### src/rtl/bcd_pkg.sv
// types, constants and helper functions for the bcd adjust unit
// no dependencies
package bcd_pkg;

  typedef enum logic [2:0] {
    ACT_DAA = 3'd0,
    ACT_DAS = 3'd1,
    ACT_AAA = 3'd2,
    ACT_AAS = 3'd3,
    ACT_AAM = 3'd4,
    ACT_AAD = 3'd5
  } action_e;

  localparam logic [15:0] FLAG_CF = 16'h0001;
  localparam logic [15:0] FLAG_PF = 16'h0004;
  localparam logic [15:0] FLAG_AF = 16'h0010;
  localparam logic [15:0] FLAG_ZF = 16'h0040;
  localparam logic [15:0] FLAG_SF = 16'h0080;

  localparam int unsigned CF_POS = 0;
  localparam int unsigned AF_POS = 4;

  localparam logic [15:0] MASK_DEC   = FLAG_CF | FLAG_PF | FLAG_AF | FLAG_ZF | FLAG_SF;
  localparam logic [15:0] MASK_ASCII = FLAG_CF | FLAG_AF;
  localparam logic [15:0] MASK_DIV   = FLAG_PF | FLAG_ZF | FLAG_SF;

  localparam logic [7:0]  LOW_ADJ   = 8'h06;
  localparam logic [7:0]  HIGH_ADJ  = 8'h60;
  localparam logic [7:0]  DAA_LIMIT = 8'h9F;
  localparam logic [7:0]  DAS_LIMIT = 8'h99;
  localparam logic [3:0]  NIB_LIMIT = 4'h9;
  localparam logic [15:0] ASCII_ADJ  = 16'h0106;
  localparam logic [15:0] ASCII_KEEP = 16'hFF0F;

  // after the first stage
  typedef struct packed {
    logic [2:0]  op;
    logic [15:0] ax;
    logic        cf;
    logic        adj;
    logic        lowc;
    logic        das_hi;
    logic [7:0]  a1;
    logic [7:0]  prod;
    logic [7:0]  quo;
    logic [7:0]  rem;
    logic [7:0]  base;
  } s1_t;

  // after the second stage
  typedef struct packed {
    logic [15:0] ax;
    logic [15:0] part;
    logic [15:0] mask;
    logic        derr;
  } s2_t;

  // one restoring divide step: {quotient bit, new remainder}
  function automatic logic [8:0] div_step(logic [7:0] rem, logic din, logic [7:0] dvs);
    logic [8:0] t;
    logic [8:0] d;
    t = {rem, din};
    d = {1'b0, dvs};
    if (t >= d) begin
      div_step = {1'b1, 8'(t - d)};
    end else begin
      div_step = {1'b0, t[7:0]};
    end
  endfunction

  // sign, zero and parity of a byte
  function automatic logic [15:0] szp(logic [7:0] v);
    logic [15:0] f;
    f = '0;
    if (v == 8'h00) begin
      f = f | FLAG_ZF;
    end
    if (v[7]) begin
      f = f | FLAG_SF;
    end
    if (!(^v)) begin
      f = f | FLAG_PF;
    end
    szp = f;
  endfunction

endpackage

### src/rtl/bcd_if.sv
// item channels of the bcd adjust unit: request and result
// no dependencies
interface bcd_req_if;
  logic        valid;
  logic        ready;
  logic [2:0]  action;
  logic [15:0] ax_in;
  logic [15:0] flags_in;
  logic [7:0]  base;

  modport source (output valid, action, ax_in, flags_in, base, input ready);
  modport sink   (input valid, action, ax_in, flags_in, base, output ready);
endinterface

interface bcd_rsp_if;
  logic        valid;
  logic        ready;
  logic [15:0] ax_out;
  logic [15:0] flag_bits;
  logic [15:0] flag_mask;
  logic        div_fault;

  modport source (output valid, ax_out, flag_bits, flag_mask, div_fault, input ready);
  modport sink   (input valid, ax_out, flag_bits, flag_mask, div_fault, output ready);
endinterface

### src/rtl/bcd_pre.sv
// first stage: low decimal correction, aad multiply, upper quotient bits
// depends on bcd_pkg and bcd_req_if
module bcd_pre import bcd_pkg::*; (
  input  logic       clk_i,
  input  logic       rst_ni,
  bcd_req_if.sink    item_i,
  output logic       valid_o,
  output s1_t        data_o,
  input  logic       ready_i
);

  logic       valid_q, valid_d;
  s1_t        data_q, data_d;
  logic       load;
  logic [7:0] al;
  logic [8:0] sum;
  logic [15:0] prod;
  logic [7:0] rem_v;
  logic [7:0] quo_v;
  logic [8:0] step;

  assign item_i.ready = !valid_q || ready_i;
  assign load         = item_i.valid && item_i.ready;
  assign al           = item_i.ax_in[7:0];
  assign sum          = {1'b0, al} + {1'b0, LOW_ADJ};
  assign prod         = item_i.ax_in[15:8] * item_i.base;

  always_comb begin
    data_d        = '0;
    data_d.op     = item_i.action;
    data_d.ax     = item_i.ax_in;
    data_d.base   = item_i.base;
    data_d.cf     = item_i.flags_in[CF_POS];
    data_d.adj    = (al[3:0] > NIB_LIMIT) || item_i.flags_in[AF_POS];
    data_d.das_hi = al > DAS_LIMIT;
    data_d.prod   = prod[7:0];
    data_d.a1     = al;
    data_d.lowc   = 1'b0;
    case (item_i.action)
      ACT_DAA: begin
        if (data_d.adj) begin
          data_d.a1   = sum[7:0];
          data_d.lowc = sum[8];
        end
      end
      ACT_DAS: begin
        if (data_d.adj) begin
          data_d.a1   = al - LOW_ADJ;
          data_d.lowc = al < LOW_ADJ;
        end
      end
      default: ;
    endcase
    // upper four quotient bits
    rem_v = '0;
    quo_v = '0;
    step  = '0;
    for (int i = 7; i >= 4; i--) begin
      step     = div_step(rem_v, al[i], item_i.base);
      quo_v[i] = step[8];
      rem_v    = step[7:0];
    end
    data_d.quo = quo_v;
    data_d.rem = rem_v;
  end

  always_comb begin
    if (load) begin
      valid_d = 1'b1;
    end else if (ready_i) begin
      valid_d = 1'b0;
    end else begin
      valid_d = valid_q;
    end
  end

  always_ff @(posedge clk_i or negedge rst_ni) begin
    if (!rst_ni) begin
      valid_q <= 1'b0;
    end else begin
      valid_q <= valid_d;
    end
  end

  always_ff @(posedge clk_i) begin
    if (load) begin
      data_q <= data_d;
    end
  end

  assign valid_o = valid_q;
  assign data_o  = data_q;

endmodule

### src/rtl/bcd_mid.sv
// second stage: high correction, ascii adjust, aad add, lower quotient bits
// depends on bcd_pkg
module bcd_mid import bcd_pkg::*; (
  input  logic clk_i,
  input  logic rst_ni,
  input  logic valid_i,
  input  s1_t  data_i,
  output logic ready_o,
  output logic valid_o,
  output s2_t  data_o,
  input  logic ready_i
);

  logic       valid_q, valid_d;
  s2_t        data_q, data_d;
  logic       load;
  logic       c;
  logic [7:0] a2;
  logic [15:0] asc;
  logic [7:0] rem_v;
  logic [7:0] quo_v;
  logic [8:0] step;

  assign ready_o = !valid_q || ready_i;
  assign load    = valid_i && ready_o;

  always_comb begin
    rem_v = data_i.rem;
    quo_v = data_i.quo;
    step  = '0;
    for (int i = 3; i >= 0; i--) begin
      step     = div_step(rem_v, data_i.ax[i], data_i.base);
      quo_v[i] = step[8];
      rem_v    = step[7:0];
    end
  end

  always_comb begin
    data_d      = '0;
    data_d.ax   = data_i.ax;
    c           = 1'b0;
    a2          = data_i.a1;
    asc         = data_i.ax;
    case (data_i.op) inside
      ACT_DAA: begin
        c = (data_i.a1 > DAA_LIMIT) || data_i.cf || data_i.lowc;
        if (c) begin
          a2 = data_i.a1 + HIGH_ADJ;
        end
        data_d.ax   = {data_i.ax[15:8], a2};
        data_d.mask = MASK_DEC;
        data_d.part = (data_i.adj ? FLAG_AF : '0) | (c ? FLAG_CF : '0);
      end
      ACT_DAS: begin
        c = data_i.das_hi || data_i.cf || data_i.lowc;
        if (c) begin
          a2 = data_i.a1 - HIGH_ADJ;
        end
        data_d.ax   = {data_i.ax[15:8], a2};
        data_d.mask = MASK_DEC;
        data_d.part = (data_i.adj ? FLAG_AF : '0) | (c ? FLAG_CF : '0);
      end
      ACT_AAA, ACT_AAS: begin
        if (data_i.adj) begin
          if (data_i.op == ACT_AAA) begin
            asc = data_i.ax + ASCII_ADJ;
          end else begin
            asc = data_i.ax - ASCII_ADJ;
          end
        end
        data_d.ax   = asc & ASCII_KEEP;
        data_d.mask = MASK_ASCII;
        data_d.part = data_i.adj ? MASK_ASCII : '0;
      end
      ACT_AAM: begin
        if (data_i.base == 8'h00) begin
          data_d.derr = 1'b1;
        end else begin
          data_d.ax   = {quo_v, rem_v};
          data_d.mask = MASK_DIV;
        end
      end
      ACT_AAD: begin
        data_d.ax   = {8'h00, data_i.prod + data_i.ax[7:0]};
        data_d.mask = MASK_DIV;
      end
      default: ;
    endcase
  end

  always_comb begin
    if (load) begin
      valid_d = 1'b1;
    end else if (ready_i) begin
      valid_d = 1'b0;
    end else begin
      valid_d = valid_q;
    end
  end

  always_ff @(posedge clk_i or negedge rst_ni) begin
    if (!rst_ni) begin
      valid_q <= 1'b0;
    end else begin
      valid_q <= valid_d;
    end
  end

  always_ff @(posedge clk_i) begin
    if (load) begin
      data_q <= data_d;
    end
  end

  assign valid_o = valid_q;
  assign data_o  = data_q;

endmodule

### src/rtl/bcd_fin.sv
// last stage: sign, zero and parity of the new al, flag merge, result register
// depends on bcd_pkg and bcd_rsp_if
module bcd_fin import bcd_pkg::*; (
  input  logic    clk_i,
  input  logic    rst_ni,
  input  logic    valid_i,
  input  s2_t     data_i,
  output logic    ready_o,
  bcd_rsp_if.source result_o
);

  logic        valid_q, valid_d;
  logic        load;
  logic [15:0] ax_q;
  logic [15:0] bits_q, bits_d;
  logic [15:0] mask_q;
  logic        derr_q;

  assign ready_o = !valid_q || result_o.ready;
  assign load    = valid_i && ready_o;
  assign bits_d  = (szp(data_i.ax[7:0]) | data_i.part) & data_i.mask;

  always_comb begin
    if (load) begin
      valid_d = 1'b1;
    end else if (result_o.ready) begin
      valid_d = 1'b0;
    end else begin
      valid_d = valid_q;
    end
  end

  always_ff @(posedge clk_i or negedge rst_ni) begin
    if (!rst_ni) begin
      valid_q <= 1'b0;
    end else begin
      valid_q <= valid_d;
    end
  end

  always_ff @(posedge clk_i) begin
    if (load) begin
      ax_q   <= data_i.ax;
      bits_q <= bits_d;
      mask_q <= data_i.mask;
      derr_q <= data_i.derr;
    end
  end

  assign result_o.valid     = valid_q;
  assign result_o.ax_out    = ax_q;
  assign result_o.flag_bits = bits_q;
  assign result_o.flag_mask = mask_q;
  assign result_o.div_fault = derr_q;

endmodule

### src/rtl/bcd_adjust_unit.sv
// top level of the bcd adjust unit: three-stage pipeline of x86 decimal adjusts
// depends on bcd_pkg, bcd_req_if, bcd_rsp_if, bcd_pre, bcd_mid, bcd_fin
//
//   channel   dir   handshake     payload
//   item_i    in    valid/ready   action, ax_in, flags_in, base
//   result_o  out   valid/ready   ax_out, flag_bits, flag_mask, div_fault
//
// result registered through the pre, mid and fin stages in turn; one item per
// cycle sustained while result_o is ready
// the aam divide runs four restoring steps in each of the first two stages
// each stage holds its own valid bit and loads when it is empty or drains
// a stalled result holds in the output register while earlier stages keep filling
// reset clears the valid bits only
module bcd_adjust_unit import bcd_pkg::*; (
  input  logic      clk_i,
  input  logic      rst_ni,
  bcd_req_if.sink   item_i,
  bcd_rsp_if.source result_o
);

  logic s1_valid, s1_ready;
  s1_t  s1_data;
  logic s2_valid, s2_ready;
  s2_t  s2_data;

  bcd_pre u_pre (
    .clk_i   (clk_i),
    .rst_ni  (rst_ni),
    .item_i  (item_i),
    .valid_o (s1_valid),
    .data_o  (s1_data),
    .ready_i (s1_ready)
  );

  bcd_mid u_mid (
    .clk_i   (clk_i),
    .rst_ni  (rst_ni),
    .valid_i (s1_valid),
    .data_i  (s1_data),
    .ready_o (s1_ready),
    .valid_o (s2_valid),
    .data_o  (s2_data),
    .ready_i (s2_ready)
  );

  bcd_fin u_fin (
    .clk_i    (clk_i),
    .rst_ni   (rst_ni),
    .valid_i  (s2_valid),
    .data_i   (s2_data),
    .ready_o  (s2_ready),
    .result_o (result_o)
  );

endmodule

### src/flat_wrapper.sv
// flat-port wrapper written by rule: the top's interface ports become plain ports
module bcd_adjust_unit_flat import bcd_pkg::*;
  (clk_i, rst_ni, item_i_valid, item_i_action, item_i_ax_in, item_i_flags_in, item_i_base, item_i_ready, result_o_valid, result_o_ax_out, result_o_flag_bits, result_o_flag_mask, result_o_div_fault, result_o_ready);
  bcd_req_if item_i_i ();
  bcd_rsp_if result_o_i ();
  input  logic clk_i;
  input  logic rst_ni;
  input wire logic [$bits(item_i_i.valid)-1:0] item_i_valid;
  input wire logic [$bits(item_i_i.action)-1:0] item_i_action;
  input wire logic [$bits(item_i_i.ax_in)-1:0] item_i_ax_in;
  input wire logic [$bits(item_i_i.flags_in)-1:0] item_i_flags_in;
  input wire logic [$bits(item_i_i.base)-1:0] item_i_base;
  output wire logic [$bits(item_i_i.ready)-1:0] item_i_ready;
  output wire logic [$bits(result_o_i.valid)-1:0] result_o_valid;
  output wire logic [$bits(result_o_i.ax_out)-1:0] result_o_ax_out;
  output wire logic [$bits(result_o_i.flag_bits)-1:0] result_o_flag_bits;
  output wire logic [$bits(result_o_i.flag_mask)-1:0] result_o_flag_mask;
  output wire logic [$bits(result_o_i.div_fault)-1:0] result_o_div_fault;
  input wire logic [$bits(result_o_i.ready)-1:0] result_o_ready;
  assign item_i_i.valid = item_i_valid;
  assign item_i_i.action = item_i_action;
  assign item_i_i.ax_in = item_i_ax_in;
  assign item_i_i.flags_in = item_i_flags_in;
  assign item_i_i.base = item_i_base;
  assign item_i_ready = item_i_i.ready;
  assign result_o_valid = result_o_i.valid;
  assign result_o_ax_out = result_o_i.ax_out;
  assign result_o_flag_bits = result_o_i.flag_bits;
  assign result_o_flag_mask = result_o_i.flag_mask;
  assign result_o_div_fault = result_o_i.div_fault;
  assign result_o_i.ready = result_o_ready;
  bcd_adjust_unit u_core (.clk_i(clk_i), .rst_ni(rst_ni), .item_i(item_i_i), .result_o(result_o_i));
endmodule
### config.mk
export PLATFORM = sky130hd
export DESIGN_NAME = bcd_adjust_unit_flat
export DESIGN_NICKNAME = d
export VERILOG_FILES = /design/src/rtl/bcd_pkg.sv /design/src/rtl/bcd_if.sv /design/src/rtl/bcd_pre.sv /design/src/rtl/bcd_mid.sv /design/src/rtl/bcd_fin.sv /design/src/rtl/bcd_adjust_unit.sv /design/src/flat_wrapper.sv
export SDC_FILE = /design/constraint.sdc
export NUM_CORES = 1
export LEC_CHECK = 0
export BUFFER_PORTS_ARGS = -buffer_cell sky130_fd_sc_hd__buf_2
export CELL_PAD_IN_SITES_DETAIL_PLACEMENT = 1
export CELL_PAD_IN_SITES_GLOBAL_PLACEMENT = 2
export CORE_MARGIN = 2
export CORE_UTILIZATION = 40
export DETAILED_ROUTE_END_ITERATION = 8
export HOLD_SLACK_MARGIN = 0.15
export PLACE_DENSITY_LB_ADDON = 0.3
export SLEW_MARGIN = 25
export SYNTH_ARGS = -nofsm -noshare
export SYNTH_HDL_FRONTEND = slang
export SYNTH_HIERARCHICAL = 1
export SYNTH_SLANG_ARGS = --single-unit
### constraint.sdc
create_clock -name clk_i -period 9.3 [get_ports clk_i]
set_clock_uncertainty 0.05 [all_clocks]
set_input_delay 0 -clock clk_i [delete_from_list [all_inputs] [get_ports clk_i]]
set_output_delay 0 -clock clk_i [all_outputs]
set_load 0.005 [all_outputs]
==> flow_summary.json, run 1 <==
{
  "slowest_delay_ns": 0.42,
  "critPathRequiredTime_ns": 9.37,
  "drt_first_pass_iters": 5,
  "rows": 59,
  "synthCells": 1019,
  "cts_made_buffers": 17,
  "fmax_mhz": 117.5,
  "clk_latency_ns": 0.42,
  "syn_area_um2": 10570,
  "cts_tree": "built",
  "first_global_vias": 8200,
  "wirelength_mm": 27.47,
  "drtIter0Drc": 542,
  "antenna_found_initial": 0,
  "rsz0062_at_grt": "no",
  "start_util_pct": 40.66,
  "p_leak_nw": 5.173,
  "nFillCells": 2930,
  "hp-class": "primary input to register",
  "avgRoutedWirePerCell_um": 18.50,
  "die_area_um2": 27730,
  "drv_slew": 0,
  "ys_warn_count": 6,
  "vias": 7925,
  "gp_congestion": 0.8481,
  "drc": 0,
  "clk_pin_slew_ns": 0.07,
  "max_slew.worst_pin.slew_ns": 0.9509,
  "critPathCaptureType": "register",
  "avgSynthCellArea_um2": 10.37,
  "fp.dieW_um": 166.5,
  "worstPathMaxFanout": 11,
  "die_h_um": 166.5,
  "io_pins": 98,
  "hpwlAfterDp_mm": 21.46,
  "min_period_ns": 8.513,
  "start_kind": "register",
  "grt_usage_pct": 19.87,
  "status": "completed",
  "grt_start_max_net_pins": 59,
  "setup_viol": 0,
  "relSlewSlack_pct": 36.61,
  "cp.arrival_ns": 8.58,
  "grt_pass1_wl_mm": 43.63,
  "finalHoldViolations": 0,
  "syn2layout_area_growth_pct": 15.03,
  "clkSinkCount": 131,
  "ir_drop_mv": 0.1864,
  "post-route-period-util_pct": 91.54,
  "slowest_stage": "mux2_1",
  "insertedDiodeCount": 0,
  "path_class": "register to register",
  "power_density_nw_per_um2": 246.3,
  "drive_gt1_share_pct": 16.00,
  "core_area_um2": 25980,
  "crit_path_frequent_cell": "ha_1",
  "io_buffers": 83,
  "maxCapViolCount": 0,
  "detail_route.vias_per_cell": 5.337,
  "tns_ns": 0,
  "power.total_mw": 2.993,
  "overflow": 0,
  "nNetsFinal": 1307,
  "cts.path.max_buffers": 2,
  "root_buffer": "clkbuf_16",
  "htree_levels": 4,
  "postRouteAntennaNets": 0
}
where the power goes:
part           internal, mW  total [mW]  leakage [nW]  switching, mW
registers             0.751       0.791          1.28         0.0398
clock network         0.404       0.678         0.287          0.274
logic                 0.689        1.52          3.61          0.835
total                  1.84        2.99          5.17           1.15
path summary, 6_finish.rpt:
path / startpoint / endpoint / slack (ns) / cells past startpoint
worst max-delay path: u_core/u_pre/data_o[6]$_DFFE_PP_ / u_core/u_mid/data_o[38]$_DFFE_PP_ / 0.79 / 37
worst min-delay path: item_i_action[1] / u_core/u_pre/data_o[61]$_DFFE_PP_ / 0.26 / 2
worst max register to register: u_core/u_pre/data_o[6]$_DFFE_PP_ / u_core/u_mid/data_o[38]$_DFFE_PP_ / 0.79 / 37
worst min register to register: u_core/u_mid/data_o[0]$_SDFFCE_PP0P_ / u_core/u_fin/result_o.div_fault$_DFFE_PP_ / 0.37 / 0
max in group asynchronous: rst_ni / u_core/u_mid/valid_o$_DFFE_PN0P_ / 8.62 / 3
min in group asynchronous: rst_ni / u_core/u_fin/result_o.valid$_DFFE_PN0P_ / 0.43 / 3
area by class of cell:
cell class / count / area, um2 / area share (%)
Inverter: 95 / 359.1 / 2.954
Multi-Input combinational cell: 769 / 6062 / 49.88
Tap cell: 335 / 419.2 / 3.449
Timing Repair Buffer: 123 / 798.3 / 6.568
Clock buffer: 18 / 429.2 / 3.531
Clock inverter: 14 / 167.7 / 1.379
Sequential cell: 131 / 3919 / 32.24
what timing repair did:
item / CTS / global route
endpoints found under the hold margin: 47 / 0
hold buffers: 33 / 0
endpoints found under the setup margin: 0 / 9
buffers inserted: 0 / 0
resized for setup: 0 / 4
flip-flops by register name, indices dropped and copies added, names as in the netlist:
name and flops:
u_core/u_fin/result_o.valid 1, u_core/u_fin/result_o.flag_bits 16, u_core/u_fin/result_o.ax_out 16, u_core/u_mid/valid_o 1, u_core/u_fin/result_o.flag_mask 16, u_core/u_pre/data_o 58, u_core/u_pre/valid_o 1, u_core/u_mid/data_o 21
u_core/u_fin/result_o.div_fault 1
metrics by stage:
step	worst slack (ns)	util, %	hold WS (ns)	std cells	area, um2
3_3_place_gp	0.6283	43.17	-0.2496	1420	11220
6_report	0.7865	46.77	0.2582	1485	12150
5_1_grt	0.07734	46.77	0.2504	1485	12150
3_5_place_dp	0.5005	43.17	-0.2465	1420	11220
4_1_cts	0.4010	46.74	0.2353	1485	12150
2_1_floorplan	1.578	-	-0.3456	1043	10660
per-layer routing:
| metal | vias to the layer above | wire [um] | part of all wire [%] | track usage (%) |
|---|---|---|---|---|
| li1 | 3860 | - | - | - |
| met1 | 3887 | 12750 | 46 | 25.75 |
| met2 | 152 | 13540 | 49 | 35.30 |
| met3 | 26 | 770 | 2.8 | 2.210 |
| met4 | 0 | 413 | 1.5 | 5.247 |
| met5 | - | 0 | 0 | 0 |
worst max-delay path, delay by kind of cell, from the launching register on:
family                     cells  cell delay (ns)
DFF                            1             0.40
AOI/OAI and AO/OA             19             3.75
and+or+nand+nor                8             1.20
muxes                          3             0.97
adders and majority gates      4             1.31
buffers and inverters          3             0.53
cells in the final DEF (no fill, tap or decap), types with 22 or more instances in the layout:
cell type / instances
dlygate4sd3_1: 33
ha_1: 102
buf_2: 83
a21oi_1: 60
o21ai_0: 26
nor3_1: 22
xnor2_1: 57
nand2_1: 51
conb_1: 25
inv_1: 93
nor2_1: 63
and2_1: 39
edfxtp_1: 128
No activity file was read; power rests on OpenSTA's default activity.
==> inputs of run 2 (changes only) <==
--- a/config.mk
+++ b/config.mk
@@ -12,6 +12,7 @@
 export CORE_UTILIZATION = 40
 export DETAILED_ROUTE_END_ITERATION = 8
 export HOLD_SLACK_MARGIN = 0.15
+export MAX_ROUTING_LAYER = met4
 export PLACE_DENSITY_LB_ADDON = 0.3
 export SLEW_MARGIN = 25
 export SYNTH_ARGS = -nofsm -noshare
==> run 2 against run 1 <==
  * Die area did not move
  * Global-route usage rose by 0.64 points
  * Via count fell by 0.14%
  * Non-clock buffer count did not move
  * Worst setup slack got worse by 0.021 ns
  * Utilization did not move
  * Routed wire length fell by 0.21%
  * Largest power group unchanged
==> flow_summary.json, run 2 (same netlist as run 1, synthesis figures left out) <==
{
  "status": "completed",
  "min_period_ns": 8.534,
  "antenna_found_initial": 0,
  "final_common_cell": "edfxtp_1",
  "post-route-period-util_pct": 91.77,
  "grt_usage_pct": 20.51,
  "first_global_vias": 8191,
  "fmax_mhz": 117.2,
  "drtIter0Drc": 568,
  "die_h_um": 166.5,
  "grt_busiest_layer": "met2",
  "grt_pass1_wl_mm": 43.69,
  "cp-startpoint": "u_core/u_pre/data_o[6]$_DFFE_PP_",
  "power.total_mw": 2.993,
  "clk_pin_slew_ns": 0.07,
  "r2r_start": "u_core/u_pre/data_o[6]$_DFFE_PP_",
  "syn2layout_area_growth_pct": 15.03,
  "clk_latency_ns": 0.42,
  "rsz0062_at_grt": "no",
  "use_met3_pct": 2.495,
  "crit_path_frequent_cell": "ha_1",
  "htree_levels": 4,
  "drc": 0,
  "drv_slew": 0,
  "reg2reg_to": "u_core/u_mid/data_o[38]$_DFFE_PP_",
  "gp_congestion": 0.8616,
  "met1_usage_pct": 25.69,
  "worstPathMaxFanout": 11,
  "avgRoutedWirePerCell_um": 18.46,
  "cp.arrival_ns": 8.60,
  "setup.worst_path.end": "u_core/u_mid/data_o[38]$_DFFE_PP_",
  "grt_use_met2_pct": 35.41,
  "start_kind": "register",
  "critPathCaptureType": "register",
  "postRouteAntennaNets": 0,
  "rows": 59,
  "slowest_delay_ns": 0.42,
  "nNetsFinal": 1307,
  "hp-class": "primary input to register",
  "drive_gt1_share_pct": 16.00,
  "finalHoldViolations": 0,
  "core_area_um2": 25980,
  "io_pins": 98,
  "start_util_pct": 40.66,
  "critPathRequiredTime_ns": 9.37,
  "rrSetupSlack_ns": 0.77,
  "fp.dieW_um": 166.5,
  "power_density_nw_per_um2": 246.3,
  "layout_common_cells": "edfxtp_1, ha_1, inv_1",
  "holdWs_ns": 0.2575,
  "design_area_um2": 12150,
  "hold_path.startpoint": "item_i_action[1]",
  "clkSinkCount": 131,
  "reg2reg_depth": 37,
  "relSlewSlack_pct": 36.13,
  "root_buffer": "clkbuf_16",
  "max_slew.worst_pin.slew_ns": 0.9507,
  "grt_start_max_net_pins": 59,
  "cts.path.max_buffers": 2,
  "wirelength_mm": 27.41,
  "ir_drop_mv": 0.1881,
  "largest_register_ff_count": 58,
  "die_area_um2": 27730,
  "maxCapViolCount": 0,
  "p_leak_nw": 5.173,
  "slowest_stage": "mux2_1",
  "detail_route.vias_per_cell": 5.329,
  "drt_first_pass_iters": 5,
  "path_class": "register to register",
  "overflow": 0,
  "cts_tree": "built",
  "hpwlAfterDp_mm": 21.46,
  "place_area_um2": 11220,
  "tns_ns": 0,
  "setup_viol": 0,
  "cts_made_buffers": 17,
  "vias": 7914,
  "insertedDiodeCount": 0,
  "io_buffers": 83,
  "postCtsSetupBuffers": 0
}
-- run 2: cell counts in the layout (fill, tap and decap cells not counted) --
No cell type changed its count.
-- run 2: how the worst min path moves through the flow --
stage                                                   end  cells past startpoint
floorplan           u_core/u_fin/result_o.valid$_DFFE_PN0P_                      0
global placement    u_core/u_fin/result_o.valid$_DFFE_PN0P_                      1
detailed placement  u_core/u_fin/result_o.valid$_DFFE_PN0P_                      1
CTS                       u_core/u_pre/data_o[61]$_DFFE_PP_                      2
global route              u_core/u_pre/data_o[61]$_DFFE_PP_                      2
finish                    u_core/u_pre/data_o[61]$_DFFE_PP_                      2
-- run 2: metrics by stage --
| step | utilization, % | worst slack (ns) | std cells |
|---|---|---|---|
| 2_1_floorplan | - | 1.578 | 1043 |
| 3_3_place_gp | 43.17 | 0.6283 | 1420 |
| 3_5_place_dp | 43.17 | 0.5005 | 1420 |
| 4_1_cts | 46.74 | 0.4010 | 1485 |
| 5_1_grt | 46.77 | 0.07597 | 1485 |
| 6_report | 46.77 | 0.7655 | 1485 |
-- run 2: report_power, final --
group	internal (mW)	switching, mW
clock network	0.404	0.274
registers	0.751	0.0398
logic	0.689	0.835
-- run 2: repair_timing --
| item | 4_1_cts | 5_1_grt |
|---|---|---|
| endpoints found under the hold margin | 47 | 0 |
| endpoints found under the setup margin | 0 | 9 |
| hold buffers | 33 | 0 |
| resized for setup | 0 | 4 |
-- run 2: critical path: cells and delay by family, from the launching register on --
family	cells	cell delay, ns
compound gates	19	3.76
simple gates	8	1.21
fa+ha+maj	4	1.32
buf+inv	3	0.53
mux	3	0.97
flops	1	0.40
-- run 2: area by class of cell --
cell class	instances	area [um2]
clock buffer	18	429.2
clock inverter	14	167.7
fill	2930	13830
inverter	95	359.1
multi-input combinational	769	6062
sequential	131	3919
tap	335	419.2
timing repair buffer	123	798.3
-- run 2: per-layer routing --
metal	up-vias	part of all wire [%]	routed length, um
met5	-	0	0
met4	0	1.6	435
met3	26	2.6	707
met2	150	49	13540
met1	3873	46	12740
li1	3865	-	-
==> inputs of run 3 (changes only) <==
--- a/config.mk
+++ b/config.mk
@@ -6,10 +6,8 @@
 export NUM_CORES = 1
 export LEC_CHECK = 0
 export BUFFER_PORTS_ARGS = -buffer_cell sky130_fd_sc_hd__buf_2
-export CELL_PAD_IN_SITES_DETAIL_PLACEMENT = 1
-export CELL_PAD_IN_SITES_GLOBAL_PLACEMENT = 2
 export CORE_MARGIN = 2
-export CORE_UTILIZATION = 40
+export CORE_UTILIZATION = 25
 export DETAILED_ROUTE_END_ITERATION = 8
 export HOLD_SLACK_MARGIN = 0.15
 export MAX_ROUTING_LAYER = met4
==> constraint.sdc (replaced) <==
create_clock -name clk_i -period 9.3 [get_ports clk_i]
set_clock_uncertainty 0.05 [all_clocks]
set_input_delay 1.86 -clock clk_i [delete_from_list [all_inputs] [get_ports clk_i]]
set_output_delay 1.86 -clock clk_i [all_outputs]
set_load 0.005 [all_outputs]
==> run 3 against run 2 <==
  * Routed wire length down 5.9%
  * Combinational power about the same
  * Highest routed layer unchanged
  * Largest power group unchanged
  * Cell area up 0.15%
  * Clock-buffer cell count down 1
  * Critical endpoint is now u_core/u_pre/data_o[15]$_DFFE_PP_
  * Utilization down 18 points
==> flow_summary.json, run 3 (same netlist as run 1, synthesis figures left out) <==
{
  "setup_viol": 0,
  "start_kind": "primary input",
  "p_seq_share_pct": 26.5,
  "drc": 0,
  "htree_levels": 4,
  "ir_drop_mv": 0.2518,
  "gp_congestion": 0.8782,
  "slowest_delay_ns": 0.67,
  "hp-class": "register to register",
  "start_util_pct": 25.25,
  "grt_usage_pct": 12.37,
  "reg2reg_depth": 35,
  "die_h_um": 209.6,
  "cts_made_buffers": 17,
  "finalHoldViolations": 0,
  "reg2reg_to": "u_core/u_mid/data_o[33]$_DFFE_PP_",
  "grt_start_max_net_pins": 59,
  "postCtsResizedCells": 0,
  "cts.path.max_buffers": 2,
  "combPwrFrac_pct": 52.0,
  "vias": 7633,
  "tns_ns": 0,
  "io_pins": 98,
  "finalNonFillerCells": 1673,
  "rows": 75,
  "r2r_start": "u_core/u_pre/data_o[6]$_DFFE_PP_",
  "nFillCells": 4385,
  "rrSetupSlack_ns": 0.72,
  "root_buffer": "clkbuf_16",
  "cp.arrival_ns": 8.72,
  "min_period_ns": 8.599,
  "status": "completed",
  "hold_end": "u_core/u_fin/result_o.ax_out[14]$_DFFE_PP_",
  "drv_slew": 0,
  "clk_pin_slew_ns": 0.06,
  "layout_common_cells": "edfxtp_1, ha_1, inv_1",
  "detail_route.vias_per_cell": 4.562,
  "cts_tree": "built",
  "core_area_um2": 41850,
  "postRouteAntennaNets": 0,
  "relSlewSlack_pct": 34.33,
  "largest_register_ff_count": 58,
  "power_density_nw_per_um2": 245.6,
  "min_path_cells": 0,
  "drive_gt1_share_pct": 17.52,
  "die_area_um2": 43930,
  "final_common_cell": "edfxtp_1",
  "critPathRequiredTime_ns": 9.43,
  "avgRoutedWirePerCell_um": 15.42,
  "intPower_mw": 1.860,
  "critPathCaptureType": "register",
  "io_buffers": 83,
  "clk_latency_ns": 0.42,
  "hold_path.startpoint": "u_core/u_mid/data_o[47]$_DFFE_PP_",
  "place_inst": 1637,
  "first_global_vias": 7464,
  "slowest_stage": "or4b_1",
  "worstPathMaxFanout": 8,
  "final_core_util_pct": 29.09,
  "grt_pass1_wl_mm": 41.23,
  "rsz0062_at_grt": "no",
  "hpwlAfterDp_mm": 20.38,
  "antenna_found_initial": 5,
  "max_slew.worst_pin.slew_ns": 0.9775,
  "path_class": "primary input to register",
  "post-route-period-util_pct": 92.46,
  "postCtsSetupBuffers": 0,
  "clkSinkCount": 131,
  "place_area_um2": 11580,
  "ctsHoldBuffers": 0,
  "design_area_um2": 12170,
  "drtIter0Drc": 393,
  "syn2layout_area_growth_pct": 15.20,
  "drt_first_pass_iters": 4,
  "fp.dieW_um": 209.6,
  "overflow": 0,
  "p_leak_nw": 5.087,
  "maxCapViolCount": 0,
  "holdWs_ns": 0.3654,
  "swShare_pct": 37.78,
  "wirelength_mm": 25.80,
  "crit_path_frequent_cell": "ha_1",
  "clkPwrFrac_pct": 21.5,
  "nNetsFinal": 1287,
  "power_switching_mw": 1.129,
  "fmax_mhz": 116.3
}
==> run 3: worst max path at each step <==
stage                                        endpoint                        startpoint  cells after the start  slack [ns]
floorplan            u_core/u_pre/data_o[9]$_DFFE_PP_                   item_i_ax_in[7]                     31        0.96
finish              u_core/u_pre/data_o[15]$_DFFE_PP_                   item_i_ax_in[7]                     32        0.70
CTS                 u_core/u_mid/data_o[33]$_DFFE_PP_  u_core/u_pre/data_o[6]$_DFFE_PP_                     37        0.49
global route        u_core/u_mid/data_o[33]$_DFFE_PP_  u_core/u_pre/data_o[6]$_DFFE_PP_                     37       0.008
detailed placement  u_core/u_pre/data_o[15]$_DFFE_PP_                   item_i_ax_in[7]                     32        0.26
global placement    u_core/u_pre/data_o[15]$_DFFE_PP_                   item_i_ax_in[7]                     32        0.29
==> run 3: power groups by stage <==
stage          sequential [mW]  clock, mW  combinational, mW
3_5_place_dp             0.805          0               1.54
3_3_place_gp             0.803          0               1.53
2_1_floorplan            0.789          0               1.14
5_1_grt                  0.800      0.688               1.71
6_report                 0.792      0.642               1.55
4_1_cts                  0.793      0.664               1.55
==> run 3: critical path, delay by kind of cell <==
family / cells / cell delay, ns
AND/OR/NAND/NOR: 5 / 1.05
multiplexers: 3 / 0.96
adder cells (fa/ha/maj): 5 / 1.34
AO/OA/AOI/OAI: 13 / 2.88
buffers and inverters: 6 / 0.64
==> run 3: through the flow <==
stage          total power [mW]  setup slack (ns)
2_1_floorplan             1.933            0.9623
3_3_place_gp              2.332            0.2914
3_5_place_dp              2.349            0.2563
4_1_cts                   3.010            0.4932
5_1_grt                   3.202          0.008041
6_report                  2.989            0.7014
==> run 3: layout make-up <==
class	instances	area [um2]	share of cell area (%)
repair buffers	103	578.1	4.749
multi-input cells	769	6062	49.80
clock inverters	15	145.1	1.192
diodes	4	10.01	0.08223
inverters	95	359.1	2.950
well taps	539	674.4	5.540
clock buffers	17	425.4	3.495
flip-flops and latches	131	3919	32.19
==> run 3: routing by layer <==
layer | GRT usage (%) | vias to the layer above | wire length, um
met5 | - | - | 0
met1 | 17.23 | 3596 | 13130
met3 | 2.499 | 19 | 1271
li1 | - | 3841 | -
met2 | 18.37 | 177 | 11080
met4 | 3.081 | 0 | 315
